[src/hw/rtl/ltap_pkg.sv]
// ----------------------------------------------------------------------------
// ltap_pkg
// Types, codes and constants of the linked-table automaton player.
// ----------------------------------------------------------------------------
package ltap_pkg;

  localparam int MAX_TRANS_DEF  = 128;
  localparam int MAX_STATES_DEF = 32;

  localparam int FUNC_W  = 2;
  localparam int INDEX_W = 7;
  localparam int EVENT_W = 5;
  localparam int STATE_W = 5;
  localparam int LINK_W  = 8;
  localparam int GEN_W   = 4;

  // entry word: {event, target, link}
  localparam int ENTRY_W = EVENT_W + STATE_W + LINK_W;

  localparam int IN_DATA_W  = 32;
  localparam int OUT_DATA_W = 16;

  // generator runs steps 0..10, codes 1,3,..,21
  localparam logic [GEN_W-1:0] GEN_LAST_STEP = 4'd10;

  typedef enum logic [FUNC_W-1:0] {
    FUNC_WR_ENTRY = 2'd0,
    FUNC_WR_HEAD  = 2'd1,
    FUNC_EXT_EV   = 2'd2,
    FUNC_GEN_EV   = 2'd3
  } func_e;

  // status of the shared link/compare unit
  typedef struct packed {
    logic hit;      // entry event equals applied event
    logic link_ok;  // link is nonzero and inside the table
    logic overrun;  // visit budget used up
  } walk_status_t;

endpackage

[src/hw/rtl/linked_table_automaton_player.sv]
// ----------------------------------------------------------------------------
// linked_table_automaton_player
// Finite automaton driven by loaded transition chains, one request at a time.
// ----------------------------------------------------------------------------
// Use:
//   Requests enter on s_axis_*; s_axis_tuser carries func (write entry, write
//   head, external event, generated event), s_axis_tdata the table fields.
//   Every request gives exactly one response on m_axis_*.
//   A table write, or an event on a deadlocked block, goes from accept
//   straight to the emit state, which loads the response register. Other
//   events pass the head check state, then the entry state, reading the n
//   chain entries visited (0 to MAX_TRANS) one by one through the single
//   entry memory port, then the emit state. s_axis_tready is high only
//   while the sequencer is idle, so a new request is taken only once the last one has left it.
//   The response register is separate from the sequencer, so a new request is
//   taken while an earlier response still waits; if the receiver stalls, the
//   sequencer holds its finished response until the register frees.
//   Reset clears state, generator step, deadlock flag and the handshake;
//   table memories are not cleared and must be written before they are read.
// ----------------------------------------------------------------------------
module linked_table_automaton_player #(
  parameter int MAX_TRANS  = ltap_pkg::MAX_TRANS_DEF,
  parameter int MAX_STATES = ltap_pkg::MAX_STATES_DEF
) (
  input  logic                          clk_i,
  input  logic                          rst_ni,
  input  logic                          s_axis_tvalid_i,
  output logic                          s_axis_tready_o,
  // [6:0] index, [11:7] event_code, [16:12] target_state, [24:17] link
  input  logic [ltap_pkg::IN_DATA_W-1:0] s_axis_tdata_i,
  // [1:0] func
  input  logic [ltap_pkg::FUNC_W-1:0]    s_axis_tuser_i,
  output logic                          m_axis_tvalid_o,
  input  logic                          m_axis_tready_i,
  // [0] accepted, [5:1] applied_event, [10:6] state_now, [11] deadlock,
  // [12] walk_overrun
  output logic [ltap_pkg::OUT_DATA_W-1:0] m_axis_tdata_o
);

  localparam int TA = (MAX_TRANS  > 1) ? $clog2(MAX_TRANS)  : 1;
  localparam int SA = (MAX_STATES > 1) ? $clog2(MAX_STATES) : 1;
  localparam int VW = $clog2(MAX_TRANS + 1);

  // sequencer states
  localparam logic [1:0] ST_IDLE  = 2'd0;
  localparam logic [1:0] ST_HEAD  = 2'd1;
  localparam logic [1:0] ST_ENTRY = 2'd2;
  localparam logic [1:0] ST_EMIT  = 2'd3;

  // request fields
  logic [ltap_pkg::INDEX_W-1:0] in_index;
  logic [ltap_pkg::EVENT_W-1:0] in_event;
  logic [ltap_pkg::STATE_W-1:0] in_target;
  logic [ltap_pkg::LINK_W-1:0]  in_link;
  ltap_pkg::func_e              in_func;

  assign in_index  = s_axis_tdata_i[6:0];
  assign in_event  = s_axis_tdata_i[11:7];
  assign in_target = s_axis_tdata_i[16:12];
  assign in_link   = s_axis_tdata_i[24:17];
  assign in_func   = ltap_pkg::func_e'(s_axis_tuser_i);

  logic [1:0]                   state_q, state_d;
  logic [ltap_pkg::STATE_W-1:0] cur_q, cur_d;
  logic [ltap_pkg::GEN_W-1:0]   gen_q, gen_d;
  logic                         dl_q, dl_d;
  logic [ltap_pkg::EVENT_W-1:0] ev_q, ev_d;
  logic                         acc_q, acc_d;
  logic                         over_q, over_d;
  logic                         oor_q, oor_d;   // current state beyond head table
  logic [VW-1:0]                visited_q, visited_d;
  logic                         m_valid_q, m_valid_d;
  logic [ltap_pkg::OUT_DATA_W-1:0] m_data_q, m_data_d;

  // memory ports
  logic                          ent_we, ent_re, head_we, head_re;
  logic [ltap_pkg::ENTRY_W-1:0]  ent_rdata;
  logic [ltap_pkg::LINK_W-1:0]   head_rdata;
  logic [TA-1:0]                 ent_raddr;

  logic [ltap_pkg::EVENT_W-1:0]  ent_event;
  logic [ltap_pkg::STATE_W-1:0]  ent_target;
  logic [ltap_pkg::LINK_W-1:0]   ent_link;
  assign {ent_event, ent_target, ent_link} = ent_rdata;

  // one link path feeds both the range check and the next read address
  logic [ltap_pkg::LINK_W-1:0]   link_sel;
  ltap_pkg::walk_status_t        walk;

  assign link_sel  = (state_q == ST_HEAD) ? head_rdata : ent_link;
  assign ent_raddr = TA'(link_sel - 8'd1);

  // generator: clamp, code = 2*step+1, wrap after last step
  logic [ltap_pkg::GEN_W-1:0]   gen_step;
  logic [ltap_pkg::EVENT_W-1:0] gen_code;
  logic [ltap_pkg::GEN_W-1:0]   gen_next;

  always_comb begin
    gen_step = (gen_q > ltap_pkg::GEN_LAST_STEP) ? ltap_pkg::GEN_LAST_STEP : gen_q;
    gen_code = {gen_step, 1'b1};
    gen_next = (gen_step >= ltap_pkg::GEN_LAST_STEP) ? '0 : gen_step + 4'd1;
  end

  logic in_fire;
  assign s_axis_tready_o = (state_q == ST_IDLE);
  assign in_fire         = s_axis_tvalid_i && s_axis_tready_o;

  ltap_tables #(
    .MAX_TRANS (MAX_TRANS),
    .MAX_STATES(MAX_STATES)
  ) u_tables (
    .clk_i       (clk_i),
    .ent_we_i    (ent_we),
    .ent_waddr_i (TA'(in_index)),
    .ent_wdata_i ({in_event, in_target, in_link}),
    .ent_re_i    (ent_re),
    .ent_raddr_i (ent_raddr),
    .ent_rdata_o (ent_rdata),
    .head_we_i   (head_we),
    .head_waddr_i(SA'(in_index)),
    .head_wdata_i(in_link),
    .head_re_i   (head_re),
    .head_raddr_i(SA'(cur_q)),
    .head_rdata_o(head_rdata)
  );

  ltap_matcher #(
    .MAX_TRANS(MAX_TRANS)
  ) u_matcher (
    .entry_event_i  (ent_event),
    .applied_event_i(ev_q),
    .link_i         (link_sel),
    .visited_i      (visited_q),
    .status_o       (walk)
  );

  always_comb begin
    state_d   = state_q;
    cur_d     = cur_q;
    gen_d     = gen_q;
    dl_d      = dl_q;
    ev_d      = ev_q;
    acc_d     = acc_q;
    over_d    = over_q;
    oor_d     = oor_q;
    visited_d = visited_q;
    m_valid_d = m_valid_q;
    m_data_d  = m_data_q;
    ent_we    = 1'b0;
    ent_re    = 1'b0;
    head_we   = 1'b0;
    head_re   = 1'b0;

    if (m_valid_q && m_axis_tready_i) begin
      m_valid_d = 1'b0;
    end

    unique case (state_q)
      ST_IDLE: begin
        if (in_fire) begin
          acc_d   = 1'b0;
          over_d  = 1'b0;
          ev_d    = '0;
          state_d = ST_EMIT;
          case (in_func)
            ltap_pkg::FUNC_WR_ENTRY: ent_we  = (32'(in_index) < MAX_TRANS);
            ltap_pkg::FUNC_WR_HEAD:  head_we = (32'(in_index) < MAX_STATES);
            default: begin
              if (!dl_q) begin
                if (in_func == ltap_pkg::FUNC_GEN_EV) begin
                  ev_d  = gen_code;
                  gen_d = gen_next;
                end else begin
                  ev_d = in_event;
                end
                head_re = 1'b1;
                oor_d   = !(32'(cur_q) < MAX_STATES);
                state_d = ST_HEAD;
              end
            end
          endcase
        end
      end
      ST_HEAD: begin
        if (oor_q || head_rdata == '0) begin
          dl_d    = 1'b1;
          state_d = ST_EMIT;
        end else if (!walk.link_ok) begin
          state_d = ST_EMIT;
        end else begin
          ent_re    = 1'b1;
          visited_d = VW'(1);
          state_d   = ST_ENTRY;
        end
      end
      ST_ENTRY: begin
        if (walk.hit) begin
          cur_d   = ent_target;
          acc_d   = 1'b1;
          state_d = ST_EMIT;
        end else if (!walk.link_ok) begin
          state_d = ST_EMIT;
        end else if (walk.overrun) begin
          over_d  = 1'b1;
          state_d = ST_EMIT;
        end else begin
          ent_re    = 1'b1;
          visited_d = visited_q + VW'(1);
        end
      end
      ST_EMIT: begin
        if (!m_valid_q || m_axis_tready_i) begin
          m_valid_d = 1'b1;
          m_data_d  = {3'b000, over_q, dl_q, cur_q, ev_q, acc_q};
          state_d   = ST_IDLE;
        end
      end
      default: state_d = ST_IDLE;
    endcase
  end

  always_ff @(posedge clk_i or negedge rst_ni) begin
    if (!rst_ni) begin
      state_q   <= ST_IDLE;
      cur_q     <= '0;
      gen_q     <= '0;
      dl_q      <= 1'b0;
      m_valid_q <= 1'b0;
    end else begin
      state_q   <= state_d;
      cur_q     <= cur_d;
      gen_q     <= gen_d;
      dl_q      <= dl_d;
      m_valid_q <= m_valid_d;
    end
  end

  always_ff @(posedge clk_i) begin
    ev_q      <= ev_d;
    acc_q     <= acc_d;
    over_q    <= over_d;
    oor_q     <= oor_d;
    visited_q <= visited_d;
    m_data_q  <= m_data_d;
  end

  assign m_axis_tvalid_o = m_valid_q;
  assign m_axis_tdata_o  = m_data_q;

endmodule

[src/hw/rtl/ltap_tables.sv]
// ----------------------------------------------------------------------------
// ltap_tables
// Transition entry memory and state head memory, registered reads.
// ----------------------------------------------------------------------------
module ltap_tables #(
  parameter int MAX_TRANS  = ltap_pkg::MAX_TRANS_DEF,
  parameter int MAX_STATES = ltap_pkg::MAX_STATES_DEF,
  localparam int TA = (MAX_TRANS  > 1) ? $clog2(MAX_TRANS)  : 1,
  localparam int SA = (MAX_STATES > 1) ? $clog2(MAX_STATES) : 1
) (
  input  logic                        clk_i,
  input  logic                        ent_we_i,
  input  logic [TA-1:0]               ent_waddr_i,
  input  logic [ltap_pkg::ENTRY_W-1:0] ent_wdata_i,
  input  logic                        ent_re_i,
  input  logic [TA-1:0]               ent_raddr_i,
  output logic [ltap_pkg::ENTRY_W-1:0] ent_rdata_o,
  input  logic                        head_we_i,
  input  logic [SA-1:0]               head_waddr_i,
  input  logic [ltap_pkg::LINK_W-1:0]  head_wdata_i,
  input  logic                        head_re_i,
  input  logic [SA-1:0]               head_raddr_i,
  output logic [ltap_pkg::LINK_W-1:0]  head_rdata_o
);

  logic [ltap_pkg::ENTRY_W-1:0] ent_mem [MAX_TRANS];
  logic [ltap_pkg::LINK_W-1:0]  head_mem [MAX_STATES];

  always_ff @(posedge clk_i) begin
    if (ent_we_i) begin
      ent_mem[ent_waddr_i] <= ent_wdata_i;
    end
    if (ent_re_i) begin
      ent_rdata_o <= ent_mem[ent_raddr_i];
    end
  end

  always_ff @(posedge clk_i) begin
    if (head_we_i) begin
      head_mem[head_waddr_i] <= head_wdata_i;
    end
    if (head_re_i) begin
      head_rdata_o <= head_mem[head_raddr_i];
    end
  end

endmodule

[src/hw/rtl/ltap_matcher.sv]
// ----------------------------------------------------------------------------
// ltap_matcher
// Shared compare unit: event match, link range check, visit budget check.
// ----------------------------------------------------------------------------
module ltap_matcher #(
  parameter int MAX_TRANS = ltap_pkg::MAX_TRANS_DEF,
  localparam int VW = $clog2(MAX_TRANS + 1)
) (
  input  logic [ltap_pkg::EVENT_W-1:0] entry_event_i,
  input  logic [ltap_pkg::EVENT_W-1:0] applied_event_i,
  input  logic [ltap_pkg::LINK_W-1:0]  link_i,
  input  logic [VW-1:0]                visited_i,
  output ltap_pkg::walk_status_t       status_o
);

  always_comb begin
    status_o.hit     = (entry_event_i == applied_event_i);
    status_o.link_ok = (link_i != '0) && (32'(link_i) <= MAX_TRANS);
    status_o.overrun = (32'(visited_i) >= MAX_TRANS);
  end

endmodule

[config.mk]
export PLATFORM = sky130hd
export DESIGN_NAME = linked_table_automaton_player
export DESIGN_NICKNAME = d
export VERILOG_FILES = /design/src/hw/rtl/ltap_pkg.sv /design/src/hw/rtl/linked_table_automaton_player.sv /design/src/hw/rtl/ltap_tables.sv /design/src/hw/rtl/ltap_matcher.sv
export SDC_FILE = /design/constraint.sdc
export NUM_CORES = 2
export LEC_CHECK = 0
export BUFFER_PORTS_ARGS = -buffer_cell sky130_fd_sc_hd__buf_2
export CAP_MARGIN = 30
export CORE_AREA = 5 5 410 512
export DETAILED_ROUTE_END_ITERATION = 12
export DIE_AREA = 0 0 415 517
export PLACE_DENSITY = 0.74
export SYNTH_ARGS = -nofsm -noshare
export SYNTH_HDL_FRONTEND = slang
export SYNTH_SLANG_ARGS = --single-unit
[constraint.sdc]
create_clock -name clk_i -period 6.1 [get_ports clk_i]
set_input_delay 0 -clock clk_i [delete_from_list [all_inputs] [get_ports clk_i]]
set_output_delay 0 -clock clk_i [all_outputs]
set_load 0.005 [all_outputs]
==> results.json <==
{
  "outcome": "finished, final reports clean",
  "synth.cell_area_sq_um": 102000,
  "portBuffers": 45,
  "grt_antenna_before_repair": 7,
  "synth_most_common_cell": "sky130_fd_sc_hd__edfxtp_1",
  "max_clock_freq_mhz": 192,
  "ys_seq_elements": 2627,
  "synth_area_leaders": "sky130_fd_sc_hd__edfxtp_1 (77%), sky130_fd_sc_hd__mux4_2 (15%), sky130_fd_sc_hd__nand2_1 (1.5%)",
  "global_route.usage.total": 0.226,
  "num-nets-final": 5128,
  "share_of_post_route_cells_with_drive_strength_above_1": 0.256,
  "unrepaired_setup_endpoints_after_global_routing": "no",
  "die_h_um": 517,
  "power.ir.vdd_worst_mv": 0.556,
  "globalRoute.totalOverflow": 0,
  "cellPowerDensity_nw_per_um2": 517,
  "wire_per_inst_um": 30.4,
  "routabilityCongestion": 0.908,
  "async_reset_ff_frac": 0.00495,
  "grt_pass1_wl_um": 355000,
  "number_of_vias_per_cell": 6.29,
  "crit_path_capture_type": "flop",
  "core_area_sq_um": 205000,
  "ant_nets": 0,
  "drt_pass1_iterations": 8,
  "synth_top_flop_cell": "sky130_fd_sc_hd__edfxtp_1",
  "synth_commonest_cells": "sky130_fd_sc_hd__edfxtp_1 (2614), sky130_fd_sc_hd__mux4_2 (663), sky130_fd_sc_hd__nand2_1 (416)",
  "number_of_failing_hold_endpoints_at_the_final_stage": 0,
  "dieArea_sq_um": 215000,
  "finalSetupViolations": 0,
  "drt_iter0_markers": 6442,
  "static-leakage-power_nw": 35.8,
  "critPathKind": "flop to flop",
  "max_slew.worst_pin.slew_ns": 1.09,
  "drt_drc_violations_left": 0,
  "post-dp-hpwl_um": 142000,
  "worst_hold_path_type": "primary input to flop",
  "area.sequential_sq_um": 78800,
  "grt_pass1_vias": 51000,
  "remaining_max_slew_budget_at_the_tightest_pin": 0.273,
  "yosys.cell_types.count": 53,
  "htreeDepth": 4,
  "slew_viol_final": 0,
  "worstPathArrival_ns": 5.76,
  "row_count": 186,
  "numPlacedInstances": 7545,
  "worstPathMaxFanout": 24,
  "buffer_type_at_the_clock_tree_root": "sky130_fd_sc_hd__clkbuf_16",
  "netlist.area_leader.share": 0.773,
  "critPathLaunchType": "flop",
  "vias": 50300,
  "synth_enable_flop_cells": 2614,
  "fillerInstances": 14600,
  "synthesis.yosys.warnings": 0,
  "synthCells": 4792,
  "skew_ns": 0.0326,
  "chipWidth_um": 415,
  "cts_inserted_buffers": 221,
  "synthesis_to_finish_area_growth_pct": 12.5,
  "number_of_max_cap_violations": 0,
  "multiInputGateArea_sq_um": 21600,
  "worst_ep_required_time_ns": 6.65,
  "cts_sinks": 2627,
  "cts.path.max_buffers": 3,
  "floorplan.initialDensity": 0.496,
  "cts_tree": "yes",
  "finalWirelength_um": 243000,
  "cts_setup_buffers": 0,
  "finalCritPeriodShare": 0.855,
  "path_clk_slew_ns": 0.07,
  "synth_seq_area_share": 0.776,
  "clkLatencyLatePin_ns": 0.85,
  "setup_tns_ns": 0,
  "netlist.top_cell.by_area": "sky130_fd_sc_hd__edfxtp_1",
  "post_cts.resized_instances": 0,
  "ios": 56,
  "avgSynthCellArea_sq_um": 21.2,
  "post_layout_nonfiller_instances": 8003,
  "finalCriticalPeriod_ns": 5.21,
  "largest_net_degree_at_the_start_of_global_routing": 99
}
## stage by stage
stage / total power, mW / cell area (sq um) / util / setup slack (ns) / hold WS, ns
after floorplan: 36.4 / 102000 / - / 1.48 / -0.296
after global placement: 44.6 / 106000 / 0.518 / 1.03 / -0.0743
after detailed placement: 44.9 / 106000 / 0.520 / 1.00 / -0.0641
after CTS: 59.1 / 114000 / 0.557 / 0.924 / 0.0366
after global routing: 61.2 / 114000 / 0.558 / 0.791 / 0.141
final: 59.1 / 114000 / 0.558 / 0.886 / 0.133
## critical path, cell delays in order, from the launching register on
cell                       delay (ns)
sky130_fd_sc_hd__dfrtp_1         0.43
sky130_fd_sc_hd__inv_1           0.10
sky130_fd_sc_hd__ha_1            0.15
sky130_fd_sc_hd__buf_4           0.28
sky130_fd_sc_hd__mux2i_4         0.79
sky130_fd_sc_hd__ha_4            0.67
sky130_fd_sc_hd__buf_4           0.45
sky130_fd_sc_hd__mux4_2          0.35
sky130_fd_sc_hd__and3_1          0.20
sky130_fd_sc_hd__a211oi_1        0.47
sky130_fd_sc_hd__a31oi_1         0.08
sky130_fd_sc_hd__a22oi_1         0.72
sky130_fd_sc_hd__nand4_1         0.18
## placed cells by master (no fill, tap or decap), types with 22 or more instances in the layout
cell type                       netlist  layout
sky130_fd_sc_hd__a211oi_1            66      66
sky130_fd_sc_hd__a31oi_1             54      54
sky130_fd_sc_hd__and3_1              97      97
sky130_fd_sc_hd__buf_12               0      22
sky130_fd_sc_hd__buf_2               35      31
sky130_fd_sc_hd__buf_4               58     216
sky130_fd_sc_hd__bufinv_16            0      27
sky130_fd_sc_hd__clkbuf_1           156      35
sky130_fd_sc_hd__clkbuf_16            0     223
sky130_fd_sc_hd__clkinv_1             0      43
sky130_fd_sc_hd__clkinv_2             0      51
sky130_fd_sc_hd__dlygate4sd3_1        0      33
sky130_fd_sc_hd__edfxtp_1          2614    2614
sky130_fd_sc_hd__mux4_2             663     663
sky130_fd_sc_hd__nand2_1            416     415
sky130_fd_sc_hd__nand3_1            107     105
sky130_fd_sc_hd__nand4_1             42      42
sky130_fd_sc_hd__nor2_1             176     158
sky130_fd_sc_hd__o21ai_0             22      22
## layer usage
layer	vias up	share of wire	global-route usage
met3	515	0.093	0.0459
met2	2903	0.50	0.373
met4	0	0.052	0.104
met1	26400	0.35	0.294
li1	20500	-	-
met5	-	0	0
## path summary, 6_finish.rpt
check | from | end | slack, ns | depth (start not counted)
setup / recovery | state_q[1] | u_tables.ent_rdata_o[0] | 0.89 | 12
hold / removal | s_axis_tvalid_i | over_q | 0.13 | 4
hold reg to reg | acc_q | m_axis_tdata_o[0] | 0.43 | 0
setup reg to reg | state_q[1] | u_tables.ent_rdata_o[0] | 0.89 | 12
max in group asynchronous | rst_ni | cur_q[0] | 5.29 | 3
min in group asynchronous | rst_ni | gen_q[2] | 0.28 | 3
## power breakdown
part           internal [mW]  switching [mW]
registers               20.2           0.295
clock network           7.89            6.36
logic                   9.74            14.6
## what timing repair did
item | CTS | global route
hold endpoints to repair | 1409 | 0
hold buffers | 33 | 0
setup endpoints to repair | 0 | 0
## layout make-up
class,instances,share of cell area
sequential,2627,0.690
timing repair buffer,337,0.0270
antenna,4,0.0000876
multi-input combinational,1885,0.189
inverter,9,0.000296
clock buffer,260,0.0502
clock inverter,155,0.0139
tap,2726,0.0298
## sequential cells by signal, indices dropped and copies added (netlist names), 2 cells and up
name	flops
cur_q	5
ev_q	5
gen_q	4
m_axis_tdata_o	13
state_q	2
u_tables.ent_mem	2304
u_tables.ent_rdata_o	18
u_tables.head_mem	256
u_tables.head_rdata_o	8
visited_q	8
## kinds of logic after synthesis
kind of cell | share of synthesized area
fa+ha+maj | 0.00111
simple gates | 0.0390
buf+inv | 0.0133
flops | 0.776
other cells | 0.0000369
compound gates | 0.0185
xor+xnor | 0.00154
mux | 0.151
Note: power is estimated with default switching activity, not from simulation.
